File: config.mk
export PLATFORM = sky130hd
export DESIGN_NAME = rcz_queue
export DESIGN_NICKNAME = d
export VERILOG_FILES = /design/src/rtl/rcz_pkg.sv /design/src/rtl/rcz_queue.sv
export SDC_FILE = /design/constraint.sdc
export NUM_CORES = 1
export LEC_CHECK = 0
export BUFFER_PORTS_ARGS = -buffer_cell sky130_fd_sc_hd__buf_2
export CELL_PAD_IN_SITES_DETAIL_PLACEMENT = 1
export CELL_PAD_IN_SITES_GLOBAL_PLACEMENT = 1
export CORE_ASPECT_RATIO = 0.7
export CORE_MARGIN = 3
export CORE_UTILIZATION = 46
export DETAILED_ROUTE_END_ITERATION = 6
export PLACE_DENSITY_LB_ADDON = 0.1
export REMOVE_ABC_BUFFERS = 1
export SYNTH_ARGS = -nofsm -noshare
export SYNTH_HDL_FRONTEND = slang
export SYNTH_SLANG_ARGS = --single-unit
File: constraint.sdc
create_clock -name clk -period 6.05 [get_ports clk]
set_clock_uncertainty 0.05 [all_clocks]
set_input_delay 0.605 -clock clk [delete_from_list [all_inputs] [get_ports clk]]
set_output_delay 0.605 -clock clk [all_outputs]
set_load 0.1 [all_outputs]
File: src/rtl/rcz_pkg.sv
// Package for the RGB 3x3 convolution unit with zero padding.
// Holds the shared constants, register indexes and the window entry type.
// No dependencies.
`timescale 1ns / 1ps

package rcz_pkg;

	localparam int MAX_WIDTH_DEF = 2048;
	localparam int MAX_HEIGHT_DEF = 4096;
	localparam int COEFF_BITS_DEF = 16;

	localparam int PIX_W = 24;
	localparam int WIN_TAPS = 9;
	localparam int KREG_W = 48;
	localparam int IWIDTH_W = 12;
	localparam int IHEIGHT_W = 13;
	localparam int CFG_IDX_W = 3;

	localparam logic [CFG_IDX_W-1:0] REG_IMAGE_WIDTH = 3'd0;
	localparam logic [CFG_IDX_W-1:0] REG_IMAGE_HEIGHT = 3'd1;
	localparam logic [CFG_IDX_W-1:0] REG_KERNEL_TOP = 3'd2;
	localparam logic [CFG_IDX_W-1:0] REG_KERNEL_MIDDLE = 3'd3;
	localparam logic [CFG_IDX_W-1:0] REG_KERNEL_BOTTOM = 3'd4;

	localparam logic [IWIDTH_W-1:0] IMAGE_WIDTH_RST = 12'd2048;
	localparam logic [IHEIGHT_W-1:0] IMAGE_HEIGHT_RST = 13'd4096;
	localparam logic [KREG_W-1:0] KERNEL_TOP_RST = 48'd0;
	localparam logic [KREG_W-1:0] KERNEL_MIDDLE_RST = 48'd268435456;
	localparam logic [KREG_W-1:0] KERNEL_BOTTOM_RST = 48'd0;

	localparam logic REQ_PIXEL = 1'b0;
	localparam logic REQ_DRAIN = 1'b1;

	localparam int SAT_HI = 1044480;
	localparam int FRAC_BITS = 12;
	localparam logic [7:0] PIX_MAX = 8'd255;

	localparam int QDEPTH = 4;
	localparam int QPTR_W = 2;
	localparam int QCNT_W = 3;

	// Taps are ordered column by column: left, center, right; top row first.
	typedef struct packed {
		logic [WIN_TAPS-1:0][PIX_W-1:0] px;
		logic last;
	} win_t;

endpackage

File: src/rtl/rcz_queue.sv
// Short transaction queue between the front and back parts of the convolution unit.
// Depends on rcz_pkg.
`timescale 1ns / 1ps

module rcz_queue (
	input logic clk,
	input logic arst_n,
	input logic push,
	input rcz_pkg::win_t push_data,
	input logic pop,
	output rcz_pkg::win_t head,
	output logic empty,
	output logic [rcz_pkg::QCNT_W-1:0] count
);

	rcz_pkg::win_t slot_q [rcz_pkg::QDEPTH];
	logic [rcz_pkg::QPTR_W-1:0] wr_ptr_q;
	logic [rcz_pkg::QPTR_W-1:0] rd_ptr_q;
	logic [rcz_pkg::QCNT_W-1:0] count_q;

	assign head = slot_q[rd_ptr_q];
	assign empty = (count_q == '0);
	assign count = count_q;

	always_ff @(posedge clk) begin
		if (push) begin
			slot_q[wr_ptr_q] <= push_data;
		end
	end

	always_ff @(posedge clk or negedge arst_n) begin
		if (!arst_n) begin
			wr_ptr_q <= '0;
			rd_ptr_q <= '0;
			count_q <= '0;
		end else begin
			if (push) begin
				wr_ptr_q <= wr_ptr_q + 1'b1;
			end
			if (pop) begin
				rd_ptr_q <= rd_ptr_q + 1'b1;
			end
			if (push && !pop) begin
				count_q <= count_q + 1'b1;
			end else if (pop && !push) begin
				count_q <= count_q - 1'b1;
			end
		end
	end

`ifndef ASSERT_OFF
	a_no_overflow: assert property (@(posedge clk) disable iff (!arst_n)
		push && !pop |-> count_q != rcz_pkg::QCNT_W'(rcz_pkg::QDEPTH))
		else $error("queue written while full");
	a_no_underflow: assert property (@(posedge clk) disable iff (!arst_n)
		pop |-> count_q != '0)
		else $error("queue read while empty");
	a_count_bound: assert property (@(posedge clk) disable iff (!arst_n)
		count_q <= rcz_pkg::QCNT_W'(rcz_pkg::QDEPTH))
		else $error("queue count out of range");
`endif

endmodule

==> flow_summary.html, run 1 <==
<table>
<tr><th>Metric</th><th>Value</th></tr>
<tr><th colspan="2">Timing</th></tr>
<tr><td>Shortest period the worst path allows</td><td>3.84 ns</td></tr>
<tr><td>Unrepaired setup endpoints after global routing</td><td>no</td></tr>
<tr><td>Final setup violating endpoints</td><td>0</td></tr>
<tr><td>Worst rel slew slack</td><td>just over 40%</td></tr>
<tr><td>Final Hold Fails</td><td>0</td></tr>
<tr><td>Least-Margin Pin Slew</td><td>0.894 ns</td></tr>
<tr><td>Final Max Tran Viols</td><td>0</td></tr>
<tr><td>Highest Clock Rate</td><td>260 MHz</td></tr>
<tr><td>Setup slack of the critical path after layout</td><td>about 2.2 ns</td></tr>
<tr><td>Total negative setup slack</td><td>0 ns</td></tr>
<tr><td>Final clock period utilization by the worst path</td><td>63.5%</td></tr>
<tr><th colspan="2">Hold path</th></tr>
<tr><td>Worst-case hold path end point</td><td>slot_q[3][37]</td></tr>
<tr><td>Min-Delay Path Depth</td><td>1</td></tr>
<tr><td>Start point of the worst min-delay path</td><td>push_data[37]</td></tr>
<tr><td>Hold Crit Class</td><td>input pin to register</td></tr>
<tr><th colspan="2">Setup path</th></tr>
<tr><td>Delay-heaviest family, CP</td><td>flip-flops</td></tr>
<tr><td>Slowest cell on the critical path</td><td>dfrtp_4</td></tr>
<tr><td>Capture point of the worst reg-to-reg path</td><td>slot_q[2][9]</td></tr>
<tr><td>Buf+Inv Stages, Crit Path</td><td>2</td></tr>
<tr><td>Worst-path fanout max</td><td>58</td></tr>
<tr><td>Type of the worst setup path</td><td>register to output port</td></tr>
<tr><td>Worst r2r src</td><td>wr_ptr_q[0]</td></tr>
<tr><td>Setup slack of the worst register-to-register path</td><td>3.48 ns</td></tr>
<tr><td>Longest individual stage delay on the worst path</td><td>approximately 1 ns</td></tr>
<tr><td>Data arrival, critical path</td><td>between 3 and 4 ns</td></tr>
<tr><td>Element type at the critical path end</td><td>output port</td></tr>
<tr><td>Worst path required time</td><td>between 5 and 6 ns</td></tr>
<tr><td>Ordered cell list for the critical path</td><td>buf_12 -&gt; mux4_2 -&gt; buf_2</td></tr>
<tr><td>Number of cells traversed by the worst register-to-register path</td><td>4</td></tr>
<tr><td>Crit start category</td><td>register</td></tr>
<tr><th colspan="2">Synthesis</th></tr>
<tr><td>Share of async-settable or async-resettable flops after synthesis</td><td>less than 1%</td></tr>
<tr><td>Count of flip-flops with a built-in enable after synthesis</td><td>868</td></tr>
<tr><td>Proportion of synthesized chip area in sequential cells</td><td>82.2%</td></tr>
<tr><td>Area share of the largest cell type after synthesis</td><td>81.6%</td></tr>
<tr><td>Post-synthesis cell count</td><td>1167</td></tr>
<tr><td>Top post-synthesis cells by area</td><td>edfxtp_1, mux4_2, buf_12</td></tr>
<tr><td>Cell Area, Synth</td><td>between 30000 and 40000 um^2</td></tr>
<tr><td>Number of distinct library cells after synthesis</td><td>19</td></tr>
<tr><td>Count of warnings emitted by yosys</td><td>0</td></tr>
<tr><td>Main flop type after synthesis</td><td>edfxtp_1</td></tr>
<tr><td>Flop and latch count out of synthesis</td><td>875</td></tr>
<tr><td>Top post-synthesis cells by count</td><td>edfxtp_1, mux4_2, buf_12</td></tr>
<tr><td>Post-synth top area cell</td><td>edfxtp_1</td></tr>
<tr><td>Most repeated cell in the gate-level netlist after synthesis</td><td>edfxtp_1</td></tr>
<tr><td>Mapped Avg Cell Area</td><td>between 20 and 30 um^2</td></tr>
<tr><th colspan="2">Route</th></tr>
<tr><td>Final routed DRC violation total</td><td>0</td></tr>
<tr><td>Number of search-and-repair iterations in the first detailed-routing pass</td><td>5</td></tr>
<tr><td>Vias per cell</td><td>roughly 5.3</td></tr>
<tr><td>Final wirelength</td><td>around 67 mm</td></tr>
<tr><td>Iteration-0 DRC count of the detailed router</td><td>between 1000 and 1500</td></tr>
<tr><td>WL per Instance</td><td>between 20 and 30 um</td></tr>
<tr><td>Number of antenna-violating nets in the routed design</td><td>0</td></tr>
<tr><td>Via Count</td><td>14000</td></tr>
<tr><th colspan="2">Global route</th></tr>
<tr><td>Via count of the first global-routing pass</td><td>15200</td></tr>
<tr><td>Total track usage</td><td>18.4%</td></tr>
<tr><td>Maximum number of pins on one net before global-route repair</td><td>119</td></tr>
<tr><td>Antenna violations before repair</td><td>16</td></tr>
<tr><td>Final global-route overflow total</td><td>0</td></tr>
<tr><td>Global-route wire length before repair</td><td>98.6 mm</td></tr>
<tr><th colspan="2">CTS</th></tr>
<tr><td>Number of cells upsized or downsized after cts</td><td>0</td></tr>
<tr><td>Clk root buf</td><td>clkbuf_16</td></tr>
<tr><td>Number of buffers added to fix hold violations after cts</td><td>1</td></tr>
<tr><td>Total CTS buffers</td><td>between 80 and 90</td></tr>
<tr><td>Clock sinks</td><td>875</td></tr>
<tr><td>Worst-skew pair later-pin latency</td><td>0.61 ns</td></tr>
<tr><td>Max Root-Sink Buffers</td><td>3</td></tr>
<tr><td>Post-CTS Setup Repair Bufs</td><td>0</td></tr>
<tr><td>CTS tree</td><td>built</td></tr>
<tr><td>Maximum level of the CTS H-tree</td><td>3</td></tr>
<tr><td>Register clock-pin slew on the reported worst setup and hold paths</td><td>0.06 ns</td></tr>
<tr><th colspan="2">Placement</th></tr>
<tr><td>Final weighted congestion of routability-driven global placement</td><td>0.709</td></tr>
<tr><td>Post-DP Area</td><td>35000 um^2</td></tr>
<tr><td>Half-perimeter wire length after detailed placement</td><td>40.0 mm</td></tr>
<tr><td>Number of input and output port buffers inserted</td><td>441</td></tr>
<tr><td>Dpl ws</td><td>2.75 ns</td></tr>
<tr><th colspan="2">Die</th></tr>
<tr><td>Io pins</td><td>roughly 440</td></tr>
<tr><td>Y dimension of the die</td><td>roughly 230 um</td></tr>
<tr><td>Die Area</td><td>72700 um^2</td></tr>
<tr><td>Starting density of the core</td><td>46.6%</td></tr>
<tr><td>Chip width</td><td>321 um</td></tr>
<tr><td>Area of the core</td><td>between 60000 and 70000 um^2</td></tr>
<tr><td>Floorplan row count</td><td>80</td></tr>
<tr><th colspan="2">Cells and area</th></tr>
<tr><td>Fraction of final layout cells sized beyond drive strength 1</td><td>approximately 46%</td></tr>
<tr><td>Final Cell Area</td><td>approximately 38000 um^2</td></tr>
<tr><td>Post-layout nets</td><td>1887</td></tr>
<tr><td>Area grow syn2layout</td><td>17.7%</td></tr>
<tr><th colspan="2">Job</th></tr>
<tr><td>Number of max-cap violations</td><td>0</td></tr>
<tr><th colspan="2">Run status</th></tr>
<tr><td>Run status</td><td>completed</td></tr>
</table>
-- per-layer routing --
metal	wire [um]	track usage [%]	up-vias
li1	-	-	6068
met5	88	0	-
met2	33200	30.1	392
met1	27600	24.4	7420
met4	1570	5.24	14
met3	4500	5.49	108
-- cell families after synthesis --
group | Yosys count | synth area share, %
flip-flops | 875 | 82.2
multiplexers | 218 | 15.3
buffers and inverters | 53 | 1.90
AND/OR/NAND/NOR | 8 | 0.129
XOR/XNOR | 6 | 0.165
adder cells (fa/ha/maj) | 6 | 0.259
AO/OA/AOI/OAI | 1 | 0.0157
-- cell type report --
cell class | count | area (um^2)
clock buffer | 107 | 2280
multi-input combinational | 239 | 5090
sequential | 875 | 26200
antenna | 7 | 17.5
timing repair buffer | 457 | 2480
clock inverter | 42 | 330
inverter | 4 | 15.0
fill | 5883 | 30900
tap | 902 | 1130
-- per-stage QoR --
step / hold WS (ns) / util [%] / cells
final: 0.147 / 54.9 / 2633
after global routing: 0.0999 / 54.9 / 2629
after CTS: 0.0895 / 54.9 / 2626
after floorplan: 0.259 / - / 1118
after detailed placement: 0.408 / 51.0 / 2476
after global placement: 0.406 / 51.0 / 2476
-- state kept, by name, indices dropped and copies added (netlist names) --
name and flops:
rd_ptr_q 2, slot_q 868, count 3, wr_ptr_q 2
-- placed cells by master, fill, tap and decap left out, types with 2 or more instances in the layout --
cell type	instances
dfrtp_4	2
clkinvlp_4	3
edfxtp_1	868
mux4_2	217
bufinv_16	5
buf_2	441
clkinv_1	16
xor2_1	4
clkinv_2	16
buf_12	12
xnor2_1	2
clkbuf_1	17
inv_1	4
dfrtp_1	5
ha_1	5
and2_4	4
inv_6	2
diode_2	7
buf_4	3
clkbuf_16	87
clkbuf_8	3
nand2_1	2
-- how the worst max path moves through the flow --
stage	to	from	cells past startpoint	slack, ns
CTS	head[89]	rd_ptr_q[0]	3	2.06
detailed placement	head[89]	rd_ptr_q[0]	3	2.75
global route	head[89]	rd_ptr_q[0]	3	1.92
finish	head[89]	rd_ptr_q[0]	3	2.21
floorplan	head[0]	rd_ptr_q[0]	1	-4.16
global placement	head[89]	rd_ptr_q[0]	3	2.74
-- worst register-to-register path, stage by stage (launching register included) --
cell     delay (ns)
dfrtp_1        0.42
inv_1          0.11
ha_1           0.15
and2_4         0.70
buf_12         0.53
Power of run 1 is left out: the tool's default activity adds up to more than one toggle a clock period on the data nets, which glitch-free logic cannot reach.
==> run 2: changes to the inputs <==
CORE_UTILIZATION = 50   (was 46)
clock period = 3.9 ns   (was 6.05 ns; I/O delays follow)
==> flow_summary.html, run 2 (synthesis gave the netlist of run 1 again) <==
<table>
<tr><th>Metric</th><th>Value</th></tr>
<tr><th colspan="2">CTS</th></tr>
<tr><td>Register clock-pin slew on the reported worst setup and hold paths</td><td>0.06 ns (about the same)</td></tr>
<tr><td>Clock sinks</td><td>875 (unchanged)</td></tr>
<tr><td>CTS tree</td><td>built</td></tr>
<tr><td>Clk root buf</td><td>clkbuf_16</td></tr>
<tr><td>Maximum level of the CTS H-tree</td><td>3 (unchanged)</td></tr>
<tr><td>Worst-skew pair later-pin latency</td><td>0.60 ns (about the same)</td></tr>
<tr><td>Max Root-Sink Buffers</td><td>3 (unchanged)</td></tr>
<tr><td>Number of cells upsized or downsized after cts</td><td>0 (unchanged)</td></tr>
<tr><td>Total CTS buffers</td><td>82 (-1.2%)</td></tr>
<tr><th colspan="2">Setup path</th></tr>
<tr><td>Worst-path fanout max</td><td>29 (-50%)</td></tr>
<tr><td>Worst r2r src</td><td>wr_ptr_q[0]</td></tr>
<tr><td>Crit start category</td><td>register</td></tr>
<tr><td>Type of the worst setup path</td><td>register to output port</td></tr>
<tr><td>Worst path required time</td><td>3.46 ns (-1.93 ns)</td></tr>
<tr><td>Capture point of the worst reg-to-reg path</td><td>slot_q[2][170]</td></tr>
<tr><td>Element type at the critical path end</td><td>output port</td></tr>
<tr><td>Data arrival, critical path</td><td>2.81 ns (-0.38 ns)</td></tr>
<tr><td>Number of cells traversed by the worst register-to-register path</td><td>4 (unchanged)</td></tr>
<tr><td>Setup slack of the worst register-to-register path</td><td>1.69 ns (-1.79 ns)</td></tr>
<tr><th colspan="2">Cells and area</th></tr>
<tr><td>Fillers</td><td>5128 (-13%)</td></tr>
<tr><td>Sequential cell area</td><td>26200 um^2 (unchanged)</td></tr>
<tr><td>Fraction of final layout cells sized beyond drive strength 1</td><td>41.2% (-5.0 points)</td></tr>
<tr><td>Flip-flop count of the largest register, all copies and words added</td><td>868 (unchanged)</td></tr>
<tr><td>Area grow syn2layout</td><td>25.1%</td></tr>
<tr><td>Footprint of the multi-input gates</td><td>5090 um^2 (unchanged)</td></tr>
<tr><td>Commonest non-fill, non-tap cell in the layout</td><td>edfxtp_1</td></tr>
<tr><td>Leading cell types in the layout, fill and taps excluded</td><td>edfxtp_1, buf_2, dlygate4sd3_1</td></tr>
<tr><td>Post-layout nets</td><td>2124 (+13%)</td></tr>
<tr><td>Register bank with the most flops</td><td>slot_q</td></tr>
<tr><th colspan="2">Timing</th></tr>
<tr><td>Final Hold Fails</td><td>0 (unchanged)</td></tr>
<tr><td>Final setup violating endpoints</td><td>0 (unchanged)</td></tr>
<tr><td>Least-Margin Pin Slew</td><td>0.761 ns (-0.133 ns)</td></tr>
<tr><td>Shortest period the worst path allows</td><td>~3.2 ns</td></tr>
<tr><td>Worst Hold Margin</td><td>0.0555 ns (-0.0913 ns)</td></tr>
<tr><td>Setup slack of the critical path after layout</td><td>0.653 ns (-1.56 ns)</td></tr>
<tr><td>Highest Clock Rate</td><td>308 MHz</td></tr>
<tr><td>Final Max Tran Viols</td><td>0 (unchanged)</td></tr>
<tr><td>Unrepaired setup endpoints after global routing</td><td>no</td></tr>
<tr><td>Worst rel slew slack</td><td>49.3% (+8.9 points)</td></tr>
<tr><td>Final clock period utilization by the worst path</td><td>83.3%</td></tr>
<tr><th colspan="2">Route</th></tr>
<tr><td>Via Count</td><td>15200 (+8.3%)</td></tr>
<tr><td>WL per Instance</td><td>25.7 um (+1.1%)</td></tr>
<tr><td>Number of search-and-repair iterations in the first detailed-routing pass</td><td>5 (unchanged)</td></tr>
<tr><td>Final routed DRC violation total</td><td>0 (unchanged)</td></tr>
<tr><td>Vias per cell</td><td>5.43 (+2.1%)</td></tr>
<tr><td>Iteration-0 DRC count of the detailed router</td><td>1110 (+3.9%)</td></tr>
<tr><td>Number of antenna-violating nets in the routed design</td><td>0 (unchanged)</td></tr>
<tr><td>Final wirelength</td><td>71.7 mm (+7.2%)</td></tr>
<tr><th colspan="2">Placement</th></tr>
<tr><td>Dpl ws</td><td>1.25 ns (-1.50 ns)</td></tr>
<tr><td>Number of input and output port buffers inserted</td><td>441 (unchanged)</td></tr>
<tr><td>Half-perimeter wire length after detailed placement</td><td>42.9 mm (+7.3%)</td></tr>
<tr><td>Final weighted congestion of routability-driven global placement</td><td>0.747 (+5.3%)</td></tr>
<tr><th colspan="2">Die</th></tr>
<tr><td>Chip width</td><td>308 um (-4.0%)</td></tr>
<tr><td>Y dimension of the die</td><td>217 um (-4.0%)</td></tr>
<tr><td>Io pins</td><td>442 (unchanged)</td></tr>
<tr><td>Starting density of the core</td><td>51.2% (+4.5 points)</td></tr>
<tr><td>Die Area</td><td>67000 um^2 (-7.8%)</td></tr>
<tr><td>Floorplan row count</td><td>76 (-5.0%)</td></tr>
<tr><td>Area of the core</td><td>62400 um^2 (-8.9%)</td></tr>
<tr><th colspan="2">Hold path</th></tr>
<tr><td>Min-Delay Path Depth</td><td>2 (+1)</td></tr>
<tr><td>Hold Crit Class</td><td>input pin to register</td></tr>
<tr><td>Start point of the worst min-delay path</td><td>push</td></tr>
<tr><td>Worst-case hold path end point</td><td>wr_ptr_q[0]</td></tr>
<tr><th colspan="2">Global route</th></tr>
<tr><td>Via count of the first global-routing pass</td><td>16900 (+12%)</td></tr>
<tr><td>Antenna violations before repair</td><td>11 (-5)</td></tr>
<tr><td>Final global-route overflow total</td><td>0 (unchanged)</td></tr>
<tr><td>Maximum number of pins on one net before global-route repair</td><td>68 (-43%)</td></tr>
<tr><td>Total track usage</td><td>21.6% (+3.2 points)</td></tr>
<tr><td>Global-route wire length before repair</td><td>108 mm (+9.2%)</td></tr>
<tr><th colspan="2">Job</th></tr>
<tr><td>Number of max-cap violations</td><td>0 (unchanged)</td></tr>
<tr><th colspan="2">Run status</th></tr>
<tr><td>Run status</td><td>completed</td></tr>
</table>
-- run 2: changes by cell type in the layout (fill, tap and decap cells not counted), moves of 4 or more --
cell and delta:
buf_12 +11, buf_4 +9, clkinv_8 +4, clkinv_1 +5
clkbuf_1 +4, dlygate4sd3_1 +218
-- run 2: how the worst max path moves through the flow --
stage	startpoint	end
6_report	rd_ptr_q[0]	head[163]
5_1_grt	rd_ptr_q[0]	head[163]
4_1_cts	rd_ptr_q[0]	head[163]
3_5_place_dp	rd_ptr_q[0]	head[163]
3_3_place_gp	rd_ptr_q[0]	head[163]
2_1_floorplan	rd_ptr_q[0]	head[0]
-- run 2: stage by stage --
stage                     setup TNS [ns]  instances  area (um^2)  utilization, %
after global routing                   0       2789        39900            64.0
after CTS                              0       2784        39900            64.0
final                                  0       2792        39900            64.0
after floorplan                 -3306.88       1118        31300               -
after detailed placement               0       2413        35100            56.3
after global placement                 0       2413        35100            56.3
-- run 2: routing by layer --
layer | vias to the layer above | global-route usage [%] | part of all wire, %
met1 | 8021 | 28.4 | 40
li1 | 6568 | - | -
met3 | 120 | 5.27 | 6.0
met2 | 445 | 36.6 | 51
met5 | - | 0 | 0.11
met4 | 12 | 6.01 | 2.4
-- run 2: timing repair --
item / in CTS / in global routing
setup buffers: 0 / 0
hold endpoints to repair: 876 / 0
setup endpoints to repair: 0 / 0
hold buffers: 219 / 0
-- run 2: critical path, stage by stage, from the launching register on --
cell	delay, ns
dfrtp_4	0.92
buf_12	0.31
mux4_2	0.58
buf_2	0.32
-- run 2: cell type report --
cell class / count / area share [%]
Sequential cell: 875 / 65.7
Multi-Input combinational cell: 239 / 12.7
Timing Repair Buffer: 695 / 12.4
Clock buffer: 106 / 5.52
Tap cell: 819 / 2.57
Clock inverter: 46 / 0.943
Antenna cell: 8 / 0.0501
Inverter: 4 / 0.0376
Power of run 2 is left out for the same reason.
==> run 3: changes to the inputs <==
CORE_UTILIZATION = 46   (was 50)
clock period = 2.65 ns   (was 3.9 ns; I/O delays follow)
==> flow_summary.html, run 3 (synthesis gave the netlist of run 1 again) <==
<table>
<tr><th>Metric</th><th>Value</th></tr>
<tr><th colspan="2">CTS</th></tr>
<tr><td>Register clock-pin slew on the reported worst setup and hold paths</td><td>0.06 ns (about the same)</td></tr>
<tr><td>CTS tree</td><td>built</td></tr>
<tr><td>Worst-skew pair later-pin latency</td><td>0.61 ns (about the same)</td></tr>
<tr><td>Clk root buf</td><td>clkbuf_16</td></tr>
<tr><td>Clock sinks</td><td>875 (unchanged)</td></tr>
<tr><td>Maximum level of the CTS H-tree</td><td>3 (unchanged)</td></tr>
<tr><td>Max Root-Sink Buffers</td><td>3 (unchanged)</td></tr>
<tr><td>Total CTS buffers</td><td>83 (+1.2%)</td></tr>
<tr><th colspan="2">Setup path</th></tr>
<tr><td>Data arrival, critical path</td><td>2.35 ns (-0.46 ns)</td></tr>
<tr><td>Element type at the critical path end</td><td>output port</td></tr>
<tr><td>Number of cells traversed by the worst register-to-register path</td><td>4 (unchanged)</td></tr>
<tr><td>Ordered cell list for the critical path</td><td>buf_12 -&gt; clkbuf_16 -&gt; clkbuf_16 -&gt; mux4_2 -&gt; buf_6</td></tr>
<tr><td>Longest individual stage delay on the worst path</td><td>0.54 ns (-0.38 ns)</td></tr>
<tr><td>Setup slack of the worst register-to-register path</td><td>0.70 ns (-0.99 ns)</td></tr>
<tr><td>Worst r2r src</td><td>wr_ptr_q[0]</td></tr>
<tr><td>Worst-path fanout max</td><td>6 (-79%)</td></tr>
<tr><td>Slowest cell on the critical path</td><td>mux4_2</td></tr>
<tr><td>Buf+Inv Stages, Crit Path</td><td>4 (+2)</td></tr>
<tr><td>Worst path required time</td><td>2.34 ns (-1.12 ns)</td></tr>
<tr><td>Capture point of the worst reg-to-reg path</td><td>slot_q[2][15]</td></tr>
<tr><td>Delay-heaviest family, CP</td><td>buffers and inverters</td></tr>
<tr><td>Crit start category</td><td>register</td></tr>
<tr><td>Most frequent cell on the critical path</td><td>clkbuf_16</td></tr>
<tr><td>Type of the worst setup path</td><td>register to output port</td></tr>
<tr><th colspan="2">Route</th></tr>
<tr><td>Number of search-and-repair iterations in the first detailed-routing pass</td><td>5 (unchanged)</td></tr>
<tr><td>WL per Instance</td><td>26.0 um (+1.1%)</td></tr>
<tr><td>Iteration-0 DRC count of the detailed router</td><td>1073 (-3.3%)</td></tr>
<tr><td>Final wirelength</td><td>75.7 mm (+5.5%)</td></tr>
<tr><td>Number of antenna-violating nets in the routed design</td><td>0 (unchanged)</td></tr>
<tr><td>Final routed DRC violation total</td><td>0 (unchanged)</td></tr>
<tr><td>Via Count</td><td>15300 (+1.1%)</td></tr>
<tr><td>Vias per cell</td><td>5.26 (-3.2%)</td></tr>
<tr><th colspan="2">Global route</th></tr>
<tr><td>Total track usage</td><td>20.5% (-1.1 points)</td></tr>
<tr><td>Global-route wire length before repair</td><td>110 mm (+2.1%)</td></tr>
<tr><td>Antenna violations before repair</td><td>9 (-2)</td></tr>
<tr><td>Final global-route overflow total</td><td>0 (unchanged)</td></tr>
<tr><td>Maximum number of pins on one net before global-route repair</td><td>61 (-10%)</td></tr>
<tr><td>Via count of the first global-routing pass</td><td>16900 (+0.17%)</td></tr>
<tr><th colspan="2">Timing</th></tr>
<tr><td>Setup slack of the critical path after layout</td><td>-0.0191 ns (-0.672 ns)</td></tr>
<tr><td>Shortest period the worst path allows</td><td>2.67 ns</td></tr>
<tr><td>Final clock period utilization by the worst path</td><td>101%</td></tr>
<tr><td>Total negative setup slack</td><td>-0.0406 ns (-0.0406 ns)</td></tr>
<tr><td>Worst Hold Margin</td><td>0.343 ns (+0.288 ns)</td></tr>
<tr><td>Least-Margin Pin Slew</td><td>0.495 ns (-0.266 ns)</td></tr>
<tr><td>Highest Clock Rate</td><td>375 MHz</td></tr>
<tr><td>Worst rel slew slack</td><td>67.0% (+18 points)</td></tr>
<tr><td>Final Hold Fails</td><td>0 (unchanged)</td></tr>
<tr><td>Unrepaired setup endpoints after global routing</td><td>yes</td></tr>
<tr><td>Final Max Tran Viols</td><td>0 (unchanged)</td></tr>
<tr><td>Final setup violating endpoints</td><td>6 (+6)</td></tr>
<tr><th colspan="2">Cells and area</th></tr>
<tr><td>Flip-flop count of the largest register, all copies and words added</td><td>868 (unchanged)</td></tr>
<tr><td>Fillers</td><td>5581 (+8.8%)</td></tr>
<tr><td>Commonest non-fill, non-tap cell in the layout</td><td>edfxtp_1</td></tr>
<tr><td>Area grow syn2layout</td><td>33.5%</td></tr>
<tr><td>Fraction of final layout cells sized beyond drive strength 1</td><td>42.4% (+1.2 points)</td></tr>
<tr><td>Post-layout nets</td><td>2170 (+2.2%)</td></tr>
<tr><td>Final Cell Area</td><td>42600 um^2 (+6.7%)</td></tr>
<tr><td>Register bank with the most flops</td><td>slot_q</td></tr>
<tr><td>Leading cell types in the layout, fill and taps excluded</td><td>edfxtp_1, buf_2, dlygate4sd3_1</td></tr>
<tr><td>Utilization after layout</td><td>62.3% (-1.8 points)</td></tr>
<tr><th colspan="2">Die</th></tr>
<tr><td>Die Area</td><td>72700 um^2 (+8.5%)</td></tr>
<tr><td>Chip width</td><td>321 um (+4.2%)</td></tr>
<tr><td>Y dimension of the die</td><td>226 um (+4.1%)</td></tr>
<tr><td>Floorplan row count</td><td>80 (+5.3%)</td></tr>
<tr><td>Io pins</td><td>442 (unchanged)</td></tr>
<tr><td>Starting density of the core</td><td>46.6% (-4.5 points)</td></tr>
<tr><td>Area of the core</td><td>68500 um^2 (+9.8%)</td></tr>
<tr><th colspan="2">Hold path</th></tr>
<tr><td>Worst-case hold path end point</td><td>slot_q[0][112]</td></tr>
<tr><td>Start point of the worst min-delay path</td><td>push_data[112]</td></tr>
<tr><td>Min-Delay Path Depth</td><td>2 (unchanged)</td></tr>
<tr><td>Hold Crit Class</td><td>input pin to register</td></tr>
<tr><th colspan="2">Run status</th></tr>
<tr><td>Run status</td><td>finished, violations left</td></tr>
<tr><td>Violated checks</td><td>negative setup slack</td></tr>
<tr><th colspan="2">Placement</th></tr>
<tr><td>Half-perimeter wire length after detailed placement</td><td>44.4 mm (+3.5%)</td></tr>
<tr><td>Final weighted congestion of routability-driven global placement</td><td>0.729 (-2.3%)</td></tr>
<tr><td>Post-DP Area</td><td>36300 um^2 (+3.4%)</td></tr>
<tr><td>Number of input and output port buffers inserted</td><td>441 (unchanged)</td></tr>
<tr><th colspan="2">Job</th></tr>
<tr><td>Number of max-cap violations</td><td>0 (unchanged)</td></tr>
</table>
-- run 3: area by class of cell --
type                    count  area, um^2  share of cell area [%]
inverters                   4        15.0                  0.0352
repair buffers            740        7620                    17.9
flip-flops and latches    875       26200                    61.6
well taps                 902        1130                    2.65
clock inverters            49         303                   0.710
clock buffers             101        2210                    5.18
diodes                      5        12.5                  0.0294
multi-input cells         239        5090                    11.9
-- run 3: repair_timing --
| item | in CTS | in global routing |
|---|---|---|
| gates cloned | 4 | 10 |
| hold endpoints to repair | 879 | 0 |
| gates resized for setup | 226 | 124 |
| setup buffers | 4 | 5 |
| setup endpoints to repair | 200 | 205 |
| hold buffers | 221 | 0 |
-- run 3: worst reg2reg max path, delay by kind of cell (launching register included) --
family	cells	cell delay, ns
and+or+nand+nor	1	0.38
buffers and inverters	2	0.43
adders and majority gates	1	0.15
DFF	1	0.42
-- run 3: per-layer routing --
| metal | vias up | wire (um) | track usage, % | part of all wire (%) |
|---|---|---|---|---|
| met5 | - | 57 | 0 | 0.075 |
| met4 | 8 | 1230 | 4.68 | 1.6 |
| met3 | 100 | 4400 | 5.16 | 5.8 |
| met2 | 403 | 39100 | 35.0 | 52 |
| met1 | 8150 | 30900 | 26.9 | 41 |
| li1 | 6667 | - | - | - |
-- run 3: worst max-delay path by stage --
| stage | start | slack, ns | to | depth (start not counted) |
|---|---|---|---|---|
| finish | rd_ptr_q[0] | -0.02 | head[36] | 5 |
| global route | rd_ptr_q[0] | -0.10 | head[58] | 5 |
| CTS | rd_ptr_q[0] | -0.15 | head[7] | 4 |
| detailed placement | rd_ptr_q[0] | 0.44 | head[151] | 4 |
| global placement | rd_ptr_q[0] | 0.46 | head[151] | 4 |
| floorplan | rd_ptr_q[0] | -7.22 | head[0] | 1 |
-- run 3: through the flow --
step,worst slack (ns),cells
final,-0.0191,2915
after global routing,-0.101,2915
after CTS,-0.151,2895
after detailed placement,0.442,2516
after global placement,0.458,2516
after floorplan,-7.22,1118
Power of run 3 is left out for the same reason.
